===== src/design/swrm_pkg.sv =====
`default_nettype none
package swrm_pkg;

  localparam int DEPTH_DEF = 64;
  localparam int FRAC_DEF  = 8;
  localparam int TS_W      = 64;
  localparam int RATE_W    = 32;
  localparam int ENTRY_W   = 7;
  localparam int WMS_W     = 16;
  localparam int WIN_W     = 36;   // window_ms * 1e6 fits in 36 bits
  localparam int NUM_W     = 62;   // 32-bit count times 1e9

  localparam logic [WMS_W-1:0] WMS_RESET    = 16'd1000;
  localparam logic [29:0]      NS_PER_S     = 30'd1000000000;
  localparam logic [19:0]      NS_PER_MS    = 20'd1000000;
  localparam logic [9:0]       ONE_PAIR_NUM = 10'd1000;

  localparam logic [1:0] OP_TICK    = 2'd0;
  localparam logic [1:0] OP_TOCK    = 2'd1;
  localparam logic [1:0] OP_RESTART = 2'd2;
  localparam logic [1:0] OP_NONE    = 2'd3;

  typedef enum logic [1:0] {DIV_ONE, DIV_WIN, DIV_TOT} div_sel_t;
  typedef enum logic {MUL_WIN, MUL_TOT} mul_sel_t;

  typedef struct packed {
    logic [1:0]      op;
    logic [TS_W-1:0] now_ns;
  } swrm_in_t;

  typedef struct packed {
    logic [RATE_W-1:0]  window_rate;
    logic [RATE_W-1:0]  total_rate;
    logic [RATE_W-1:0]  completed_jobs;
    logic [ENTRY_W-1:0] entries_held;
    logic               overflowed;
  } swrm_out_t;

  typedef struct packed {
    logic     load_item;
    logic     clear;
    logic     calc_win;
    logic     calc_lim;
    logic     end_wr;
    logic     push;
    logic     ev_rd;
    logic     evict;
    logic     cap_first;
    logic     rd_last;
    logic     cap_last;
    logic     mul_go;
    mul_sel_t mul_sel;
    logic     div_start;
    div_sel_t div_sel;
    logic     wrate_zero;
    logic     wrate_div;
    logic     trate_zero;
    logic     trate_div;
    logic     out_load;
  } swrm_cmd_t;

  typedef struct packed {
    logic cnt_zero;
    logic cnt_one;
    logic last_open;
    logic evict_ok;
    logic last_lt_first;
    logic total_zero;
    logic div_done;
  } swrm_stat_t;

endpackage
`default_nettype wire


===== src/design/swrm_ctrl.sv =====
`default_nettype none
module swrm_ctrl import swrm_pkg::*; (
  input  wire logic       clk,
  input  wire logic       rst,
  input  wire logic       in_valid,
  input  wire logic [1:0] in_op,
  output logic            in_stall,
  output logic            out_valid,
  input  wire logic       out_stall,
  input  wire swrm_stat_t stat,
  output swrm_cmd_t       cmd
);

  typedef enum logic [3:0] {
    S_IDLE, S_WIN, S_LIM, S_END, S_PUSH, S_EVRD, S_EVCHK, S_LAST,
    S_WMUL, S_WDS, S_WDIV, S_TMUL, S_TDS, S_TDIV, S_OUT
  } state_t;

  state_t     state;
  state_t     state_next;
  logic [1:0] op;
  logic       out_free;

  assign out_free = !out_valid || !out_stall;
  assign in_stall = state != S_IDLE;

  always_comb begin
    cmd        = '0;
    state_next = state;
    case (state)
      S_IDLE: begin
        if (in_valid) begin
          cmd.load_item = 1'b1;
          if (in_op == OP_RESTART) begin
            cmd.clear  = 1'b1;
            state_next = S_OUT;
          end else if (in_op == OP_NONE) begin
            state_next = S_OUT;
          end else begin
            state_next = S_WIN;
          end
        end
      end
      S_WIN: begin
        cmd.calc_win = 1'b1;
        state_next   = S_LIM;
      end
      S_LIM: begin
        cmd.calc_lim = 1'b1;
        if (op == OP_TICK) begin
          state_next = stat.last_open ? S_END : S_PUSH;
        end else begin
          state_next = stat.cnt_zero ? S_EVRD : S_END;
        end
      end
      S_END: begin
        cmd.end_wr = 1'b1;
        state_next = (op == OP_TICK) ? S_PUSH : S_EVRD;
      end
      S_PUSH: begin
        cmd.push   = 1'b1;
        state_next = S_EVRD;
      end
      S_EVRD: begin
        if (stat.cnt_zero) begin
          cmd.wrate_zero = 1'b1;
          state_next     = S_OUT;
        end else begin
          cmd.ev_rd  = 1'b1;
          state_next = S_EVCHK;
        end
      end
      S_EVCHK: begin
        if (stat.evict_ok) begin
          cmd.evict  = 1'b1;
          state_next = S_EVRD;
        end else begin
          // the front start time is already on the read port
          cmd.cap_first = 1'b1;
          cmd.rd_last   = 1'b1;
          state_next    = S_LAST;
        end
      end
      S_LAST: begin
        cmd.cap_last = 1'b1;
        state_next   = S_WMUL;
      end
      S_WMUL: begin
        if (stat.cnt_one) begin
          cmd.div_start = 1'b1;
          cmd.div_sel   = DIV_ONE;
          state_next    = S_WDIV;
        end else if (stat.last_lt_first) begin
          cmd.wrate_zero = 1'b1;
          state_next     = S_TMUL;
        end else begin
          cmd.mul_go  = 1'b1;
          cmd.mul_sel = MUL_WIN;
          state_next  = S_WDS;
        end
      end
      S_WDS: begin
        cmd.div_start = 1'b1;
        cmd.div_sel   = DIV_WIN;
        state_next    = S_WDIV;
      end
      S_WDIV: begin
        if (stat.div_done) begin
          cmd.wrate_div = 1'b1;
          state_next    = S_TMUL;
        end
      end
      S_TMUL: begin
        if (stat.total_zero) begin
          cmd.trate_zero = 1'b1;
          state_next     = S_OUT;
        end else begin
          cmd.mul_go  = 1'b1;
          cmd.mul_sel = MUL_TOT;
          state_next  = S_TDS;
        end
      end
      S_TDS: begin
        cmd.div_start = 1'b1;
        cmd.div_sel   = DIV_TOT;
        state_next    = S_TDIV;
      end
      S_TDIV: begin
        if (stat.div_done) begin
          cmd.trate_div = 1'b1;
          state_next    = S_OUT;
        end
      end
      S_OUT: begin
        if (out_free) begin
          cmd.out_load = 1'b1;
          state_next   = S_IDLE;
        end
      end
      default: begin
        state_next = S_IDLE;
      end
    endcase
  end

  always_ff @(posedge clk) begin
    if (rst) begin
      state     <= S_IDLE;
      op        <= OP_NONE;
      out_valid <= 1'b0;
    end else begin
      state <= state_next;
      if (cmd.load_item) begin
        op <= in_op;
      end
      if (cmd.out_load) begin
        out_valid <= 1'b1;
      end else if (!out_stall) begin
        out_valid <= 1'b0;
      end
    end
  end

endmodule
`default_nettype wire


===== config.mk =====
export PLATFORM = sky130hd
export DESIGN_NAME = swrm_ctrl
export DESIGN_NICKNAME = d
export VERILOG_FILES = /design/src/design/swrm_pkg.sv /design/src/design/swrm_ctrl.sv
export SDC_FILE = /design/constraint.sdc
export NUM_CORES = 1
export LEC_CHECK = 0
export BUFFER_PORTS_ARGS = -buffer_cell sky130_fd_sc_hd__buf_2
export CAP_MARGIN = 40
export CORE_MARGIN = 2
export CORE_UTILIZATION = 45
export DETAILED_ROUTE_END_ITERATION = 10
export GPL_TIMING_DRIVEN = 0
export PLACE_DENSITY = 0.74
export REMOVE_ABC_BUFFERS = 1
export SYNTH_ARGS = -nofsm -noshare
export SYNTH_HDL_FRONTEND = slang
export SYNTH_SLANG_ARGS = --single-unit

===== constraint.sdc =====
create_clock -name clk -period 1.7 [get_ports clk]
set_clock_uncertainty 0.15 [all_clocks]
set_input_delay 0.085 -clock clk [delete_from_list [all_inputs] [get_ports clk]]
set_output_delay 0.085 -clock clk [all_outputs]
set_load 0.03 [all_outputs]

==> out/results.txt, run 1 <==
outcome: completed
CP delay by family, top: simple AND/OR/NAND/NOR gates
DP Worst Slack: -361 ps
H-Tree Depth: 1
CP endpoint kind: primary output
worst skew pair latency: 250 ps
sequential element share of the synthesized area: 0.182
CTS tree: yes
crit path max fanout: 8
worst hold path type: input port to register
vias in the first global route: 893
drc violations: 0
Pins Over Slew Limit: 0
post-synthesis mux area share: 0.0146
largest family of logic cells by synthesized area: simple AND/OR/NAND/NOR gates
number of clock sinks: 7
slowest cell on the critical path: dfxtp_4
synthesized area per cell: 6.83 µm²
met2 usage: 0.420
slowest stage delay, CP: 380 ps
RSZ-0062 raised after global routing: yes
synth unique cells: 42
Leak: 0.558 nW
post-synth top area cell: dfxtp_1
crit start category: register
clock tree root driver cell: clkbuf_4
maximum clock frequency: 602 MHz
global-route wire length before repair: 4150 µm
die height: 45.4 µm
DRT Wirelength: 2970 µm
largest net degree at the start of global routing: 19
Inserted Clock Buffers: 3
top cell type's share of synthesized area: 0.182
Core Area: 1560 µm²
grt ovf: 0
Syn Inst Count: 113
Rel. slew slack: 0.734
DRT Pass-1 Iters: 4
initial antenna violation count: 0
Initial Utilization: 0.495
share of cells above drive strength 1: 0.445
met1 Usage GRT: 0.379
Horiz. Die Dim: 45.4 µm
# IOs: 36
Final Worst Setup Slack: 37.5 ps
Worst Max-Slew Pin Slew: 393 ps
Power Dens Cells: 1830 nW/µm²
Routability Congestion: 0.817
Reg clk slew, reported paths: 50 ps
grt met3 use: 0.0357
leading post-synthesis cells by cell area: dfxtp_1 (18%), nor3_1 (6.5%), nor2_1 (5.8%)
std cell rows: 14
maximum VDD drop: 1.03 mV
synthesis warning total: 0
Tmin final: 1660 ps
Adder-Cell Fraction of Synth Area: 0
Layout area overhead: 51.9%
reg-to-reg slack, setup: 50 ps
CP cell instances: nor4_4 -> nand2_2 -> nor3b_2 -> buf_4
xor/xnor share of the synthesized area: 0
# nets final: 178
CP Class: register to primary output
Max Cap Viol: 0
final count of negative-setup-slack endpoints: 0
synthesized area: 772 µm²
post-DP HPWL: 1560 µm
vias per inst: 6.28
via count: 1130
Hold Vio Cnt, Final: 0
Required @ worst endpoint: 1460 ps
WL/cell: 16.5 µm
Routed Antenna Nets: 0
DR iter-0 viols: 52
final worst path period share: 0.978
Buf/Inv on CP: 1
die area: 2060 µm²
Synth Area in Simple Gates: 0.423
Most Crowded Layer GR: met2
ANT cells: 0
maximum buffer depth of the clock tree: 2
Compound-Gate Fraction of Synth Area: 0.261
Finished Core Util: 0.752
PortBufs: 35
number of synthesized register bits: 7
gr usage total: 0.278
critical path arrival: 1430 ps
[cell type report]
class | instances | area [µm²]
flip-flops and latches | 7 | 155
clock buffers | 4 | 26.3
fillers | 130 | 387
multi-input cells | 88 | 584
inverters | 8 | 30.0
well taps | 16 | 20.0
repair buffers | 57 | 357
[per-layer routing]
metal,part of all wire,vias up,routed length (µm)
met5,0,-,0
met4,0.020,0,60
met3,0.095,8,282
met2,0.48,71,1420
met1,0.41,526,1210
li1,-,525,-
[logic make-up after synthesis]
family	count (synthesis)
AO/OA/AOI/OAI	28
buffers and inverters	18
flip-flops	7
AND/OR/NAND/NOR	59
multiplexers	1
[power breakdown]
group | switching (mW) | internal (mW) | leakage (nW)
clock network | 0.0632 | 0.0897 | 0.0150
registers | 0.173 | 0.257 | 0.0603
logic | 0.901 | 0.666 | 0.483
[placed cells by master (no fill, tap or decap), types with 2 or more instances in the layout]
cell type       n
buf_2          34
buf_4          18
nor2_1         11
nor3_1          8
inv_1           7
nand2_1         6
a21oi_1         6
nand2b_1        5
nand3b_1        4
dlygate4sd3_1   4
dfxtp_4         4
nand3_1         3
nor4_1          3
a31oi_1         3
clkbuf_4        3
dfxtp_1         3
nand2_2         2
nor3_2          2
a21o_1          2
or3b_1          2
o32ai_1         2
or3_1           2
o21ai_1         2
[worst min-delay path: stages]
cell and delay [ps]:
buf_2 130, nand3_1 90, nand3b_1 90
[synth_stat cells, drive strengths merged]
| cell | n |
|---|---|
| nand2 | 8 |
| nand3 | 4 |
| nor2 | 12 |
| o22ai | 1 |
| mux2 | 1 |
| o21ai | 4 |
| a211oi | 1 |
| a311o | 1 |
| or3b | 2 |
| o31ai | 2 |
| a21o | 2 |
| a31oi | 3 |
| or4 | 1 |
| nand3b | 4 |
| nor3 | 10 |
| a21bo | 1 |
| nor2b | 1 |
| o2bb2ai | 1 |
| clkbuf | 1 |
| nand2b | 5 |
| nor3b | 2 |
| a221oi | 2 |
| inv | 8 |
| nor4b | 1 |
| nand4 | 1 |
| or3 | 2 |
| a32oi | 1 |
| o311ai | 1 |
| buf | 9 |
| and3 | 1 |
| o32ai | 2 |
| nor4 | 4 |
| dfxtp | 7 |
| nand4b | 1 |
| a21oi | 6 |
[final timing paths]
| path | from | endpoint | depth (start not counted) |
|---|---|---|---|
| setup / recovery | state[0]$_SDFFE_PP0P_ | cmd[19] | 4 |
| hold / removal | in_op[1] | op[1]$_SDFFE_PP1P_ | 3 |
| hold reg to reg | op[0]$_SDFFE_PP1P_ | op[0]$_SDFFE_PP1P_ | 2 |
| setup reg to reg | state[0]$_SDFFE_PP0P_ | state[0]$_SDFFE_PP0P_ | 5 |
[state kept, by name, indices dropped and copies added (netlist names)]
name and cells:
state 4, op 2, out_valid 1
[per-stage QoR]
step                power, mW  setup TNS (ps)  instances  instance area (µm²)  hold WS [ps]
floorplan                1.16           -4440        103                  709          1.25
global placement         1.43           -2300        154                  905           205
detailed placement       1.45           -3120        154                  905           205
CTS                      1.79               0        166                 1030          2.50
global route             2.28           -62.2        180                 1170          22.9
finish                   2.15               0        180                 1170          25.4
[what timing repair did]
| item | 4_1_cts | 5_1_grt |
|---|---|---|
| setup buffers | 4 | 14 |
| pin swaps | 1 | 4 |
| setup endpoints to repair | 28 | 9 |
| hold buffers | 4 | 0 |
| gates resized for setup | 13 | 11 |
| endpoints found under the hold margin | 4 | 0 |
Power figures use the tool's default switching activity.
==> run 2: changes to the inputs <==
CORE_UTILIZATION = 49   (was 45)
CTS_BUF_LIST = sky130_fd_sc_hd__clkbuf_4 sky130_fd_sc_hd__clkbuf_8 sky130_fd_sc_hd__clkbuf_16   (was default)
PLACE_DENSITY = 0.79   (was 0.74)
clock period = 2.02 ns   (was 1.7 ns; I/O delays follow)
==> out/results.txt, run 2 (synthesis gave the netlist of run 1 again) <==
Reg clk slew, reported paths: 50 ps
hold_sp: in_op[1]
number of clock sinks: 7
worst hold slack: 36.5 ps
slowest cell on the critical path: nor4_4
via count: 983
internal power: 0.623 mW
share of cells above drive strength 1: 0.331
Largest register FFs: 4
largest net degree at the start of global routing: 25
clock tree root driver cell: clkbuf_4
Final Worst Setup Slack: 147 ps
# nets final: 159
CP endpoint kind: primary output
DRT Wirelength: 2270 µm
Flop pwr share: 0.310
final worst path period share: 0.927
global-route wire length before repair: 3560 µm
combinational power share: 0.594
Rel. slew slack: 0.700
Reg-to-Reg End: state[0]$_SDFFE_PP0P_
Horiz. Die Dim: 43.7 µm
Multi-input gate area: 551 µm²
DP Worst Slack: -84.4 ps
die area: 1910 µm²
CP Class: register to primary output
Layout area overhead: 28.0%
H-Tree Depth: 1
DR iter-0 viols: 41
grt ovf: 0
maximum clock frequency: 534 MHz
Pins Over Slew Limit: 0
vias in the first global route: 848
Max Cap Viol: 0
top flop regs: state (4), op (2), out_valid (1)
FF-to-FF path depth: 4
PortBufs: 35
Clk network pwr share: 0.096
Tmin final: 1870 ps
hold endpoint: op[1]$_SDFFE_PP1P_
DRT Pass-1 Iters: 4
crit start category: register
Worst Max-Slew Pin Slew: 450 ps
Core Area: 1490 µm²
die height: 43.7 µm
crit path max fanout: 18
final count of negative-setup-slack endpoints: 0
Fill cells: 134
WL/cell: 14.1 µm
ANT cells: 0
worst skew pair latency: 250 ps
std cell rows: 14
initial antenna violation count: 0
Hold Vio Cnt, Final: 0
# IOs: 36
maximum buffer depth of the clock tree: 2
Initial Utilization: 0.518
Routed Antenna Nets: 0
drc violations: 0
commonest non-fill, non-tap cell in the layout: buf_2
Post-DP Area: 905 µm²
Sequential Area: 150 µm²
worst hold path type: input port to register
gr usage total: 0.247
vias per inst: 6.11
critical path arrival: 1620 ps
Routability Congestion: 0.823
Sw Share: 0.565
Required @ worst endpoint: 1770 ps
post-DP HPWL: 1610 µm
post-route cell area: 988 µm²
slowest stage delay, CP: 430 ps
CTS tree: yes
Final Power: 1.43 mW
CP cell instances: nor4_4 -> nand2_2 -> nor3b_1 -> buf_4
switching power: 0.810 mW
Power Dens Cells: 1450 nW/µm²
r2r startpoint: state[0]$_SDFFE_PP0P_
outcome: completed
reg-to-reg slack, setup: 260 ps
Inserted Clock Buffers: 3
commonest cells after routing, fill and taps aside: buf_2 (34), nor2_1 (12), nor3_1 (10), nand2_1 (7), inv_1 (7)
Final TNS setup: 0 ps
maximum VDD drop: 0.958 mV
RSZ-0062 raised after global routing: no
Leak: 0.456 nW
Biggest register: state
hold path depth: 3
[run 2: cell types whose count changed in the layout (fill, tap and decap cells not counted), sizes merged]
cell         before  now
buf              53   35
dlygate4sd3       4    3
[run 2: routing by layer]
layer / GRT usage / up-vias / share of wire
met5: 0 / - / 0
met4: 0.145 / 0 / 0.021
met3: 0.0333 / 6 / 0.064
met2: 0.400 / 46 / 0.49
met1: 0.310 / 443 / 0.42
li1: - / 488 / -
[run 2: worst max path at each step]
stage | from | endpoint | slack [ps] | cells after the start
after CTS | state[2]$_SDFFE_PP0P_ | cmd[19] | 30 | 4
after global placement | state[1]$_SDFFE_PP0P_ | state[2]$_SDFFE_PP0P_ | -10 | 4
after global routing | state[0]$_SDFFE_PP0P_ | cmd[19] | 10 | 4
after floorplan | state[2]$_SDFFE_PP0P_ | cmd[11] | -430 | 2
after detailed placement | state[1]$_SDFFE_PP0P_ | state[2]$_SDFFE_PP0P_ | -80 | 4
final | state[0]$_SDFFE_PP0P_ | cmd[19] | 150 | 4
[run 2: critical path: cells and delay by family, from the launching register on]
| kind | cells | cell delay [ps] |
|---|---|---|
| and+or+nand+nor | 3 | 760 |
| DFF | 1 | 420 |
| buffers and inverters | 1 | 190 |
[run 2: power by group through the flow]
stage	logic [mW]	registers, mW	clock network [mW]
floorplan	0.632	0.348	0
finish	0.851	0.444	0.138
global placement	0.802	0.398	0
detailed placement	0.820	0.407	0
global route	0.932	0.465	0.154
CTS	0.842	0.424	0.145
[run 2: cell type report]
type / count / share of cell area
Sequential cell: 7 / 0.152
Inverter: 8 / 0.0304
Multi-Input combinational cell: 88 / 0.557
Timing Repair Buffer: 38 / 0.210
Clock buffer: 4 / 0.0304
Tap cell: 16 / 0.0203
[run 2: repair_timing]
item / 4_1_cts / 5_1_grt
hold buffers: 3 / 0
hold endpoints to repair: 4 / 0
pin swaps: 1 / 1
gates resized for setup: 4 / 5
setup buffers: 0 / 0
endpoints found under the setup margin: 17 / 7
[run 2: per-stage QoR]
stage / cells / utilization
2_1_floorplan: 103 / -
3_3_place_gp: 154 / 0.608
3_5_place_dp: 154 / 0.608
4_1_cts: 161 / 0.656
5_1_grt: 161 / 0.664
6_report: 161 / 0.664
==> run 3: changes to the inputs <==
BUFFER_PORTS_ARGS = default   (was -buffer_cell sky130_fd_sc_hd__buf_2)
CORE_UTILIZATION = 50   (was 49)
DONT_BUFFER_PORTS = 1   (was default)
PLACE_DENSITY = 0.61   (was 0.79)
==> out/results.txt, run 3 (synthesis gave the netlist of run 1 again) <==
maximum VDD drop: 0.920 mV
Leak: 0.358 nW
Worst Max-Slew Pin Slew: 558 ps
CTS tree: yes
Max Cap Viol: 0
std cell rows: 14
Pins Over Slew Limit: 0
RSZ-0062 raised after global routing: no
slowest stage delay, CP: 500 ps
Core Area: 1470 µm²
Required @ worst endpoint: 1770 ps
Final Power: 1.38 mW
post-route cell area: 928 µm²
worst skew pair latency: 250 ps
Routability Congestion: 0.897
gr usage total: 0.247
Horiz. Die Dim: 43.3 µm
Initial Utilization: 0.525
CP Class: register to primary output
vias in the first global route: 764
DR iter-0 viols: 17
drc violations: 0
Layout area overhead: 20.3%
largest net degree at the start of global routing: 25
maximum buffer depth of the clock tree: 2
die area: 1870 µm²
PortBufs: 0
# nets final: 136
post-DP HPWL: 1430 µm
top flop regs: state (4), op (2), out_valid (1)
Routed Antenna Nets: 0
FF-to-FF path depth: 4
critical path arrival: 1670 ps
Inserted Clock Buffers: 3
slowest cell on the critical path: dfxtp_4
Biggest register: state
reg-to-reg slack, setup: 220 ps
Tmin final: 1920 ps
commonest non-fill, non-tap cell in the layout: nor2_1
hold path depth: 3
Reg clk slew, reported paths: 50 ps
ANT cells: 0
Largest register FFs: 4
final count of negative-setup-slack endpoints: 0
initial antenna violation count: 0
CP endpoint kind: primary output
clock tree root driver cell: clkbuf_4
crit start category: register
Power Dens Cells: 1490 nW/µm²
# IOs: 36
hold endpoint: state[1]$_SDFFE_PP0P_
r2r startpoint: state[1]$_SDFFE_PP0P_
grt ovf: 0
DRT Wirelength: 2170 µm
H-Tree Depth: 1
worst hold path type: input port to register
WL/cell: 15.7 µm
die height: 43.3 µm
number of clock sinks: 7
CP cell instances: nand2b_1 -> nor3_4 -> buf_4
Hold Vio Cnt, Final: 0
global-route wire length before repair: 3540 µm
DRT Pass-1 Iters: 4
Post-DP Area: 772 µm²
via count: 892
hold_sp: out_stall
outcome: completed
Reg-to-Reg End: state[2]$_SDFFE_PP0P_
post-CTS setup buffer count: 0
Rel. slew slack: 0.626
crit path max fanout: 24
maximum clock frequency: 520 MHz
share of cells above drive strength 1: 0.213
commonest cells after routing, fill and taps aside: nor2_1 (12), nand2_1 (8), inv_1 (7), dlygate4sd3_1 (7), buf_2 (7)
final worst path period share: 0.953
vias per inst: 6.46
Fill cells: 140
## run 3: changes by cell type in the layout (fill, tap and decap cells not counted), sizes merged
cell / before / now
buf: 35 / 8
dlygate4sd3: 3 / 7
## run 3: layer usage
metal,GRT usage,share of wire
met3,0.0511,0.066
met2,0.376,0.48
met4,0.103,0.012
met1,0.334,0.44
met5,0,0
## run 3: critical path, delay by kind of cell, from the launching register on
kind / cells / cell delay (ps)
flip-flops: 1 / 500
AND/OR/NAND/NOR: 2 / 680
buffers and inverters: 1 / 230
## run 3: layout make-up
class                      instances  area, µm²  area share
multi-input combinational         88        583       0.628
sequential                         7        153       0.164
timing repair buffer              15        113       0.121
clock buffer                       4       30.0      0.0323
inverter                           8       30.0      0.0323
tap                               16       20.0      0.0216
## run 3: repair_timing
action / in CTS / in global routing
hold buffers: 7 / 0
endpoints found under the setup margin: 23 / 15
pin swaps: 0 / 1
endpoints found under the hold margin: 7 / 0
resized for setup: 9 / 5
## run 3: per-stage QoR
stage | cells | hold WS (ps) | setup TNS, ps | worst slack [ps] | utilization
2_1_floorplan | 103 | 17.2 | -1310 | -429 | -
3_3_place_gp | 119 | 24.7 | -3890 | -700 | 0.496
3_5_place_dp | 126 | 24.3 | -825 | -163 | 0.525
4_1_cts | 137 | 20.6 | -267 | -127 | 0.616
5_1_grt | 138 | 35.7 | 0 | 7.29 | 0.631
6_report | 138 | 23.8 | 0 | 95.9 | 0.631
## run 3: worst max-delay path by stage
stage | end | slack, ps | cells past startpoint | startpoint
floorplan | cmd[11] | -430 | 2 | state[2]$_SDFFE_PP0P_
global placement | cmd[11] | -700 | 2 | state[2]$_SDFFE_PP0P_
detailed placement | cmd[2] | -160 | 2 | state[1]$_SDFFE_PP0P_
CTS | cmd[17] | -130 | 2 | state[1]$_SDFFE_PP0P_
global route | cmd[19] | 7 | 4 | state[3]$_SDFFE_PP0P_
finish | cmd[11] | 100 | 3 | state[2]$_SDFFE_PP0P_
## run 3: power by group
| group | switching, mW | internal, mW |
|---|---|---|
| registers | 0.243 | 0.212 |
| clock network | 0.0520 | 0.0888 |
| logic | 0.508 | 0.280 |
| total | 0.802 | 0.581 |
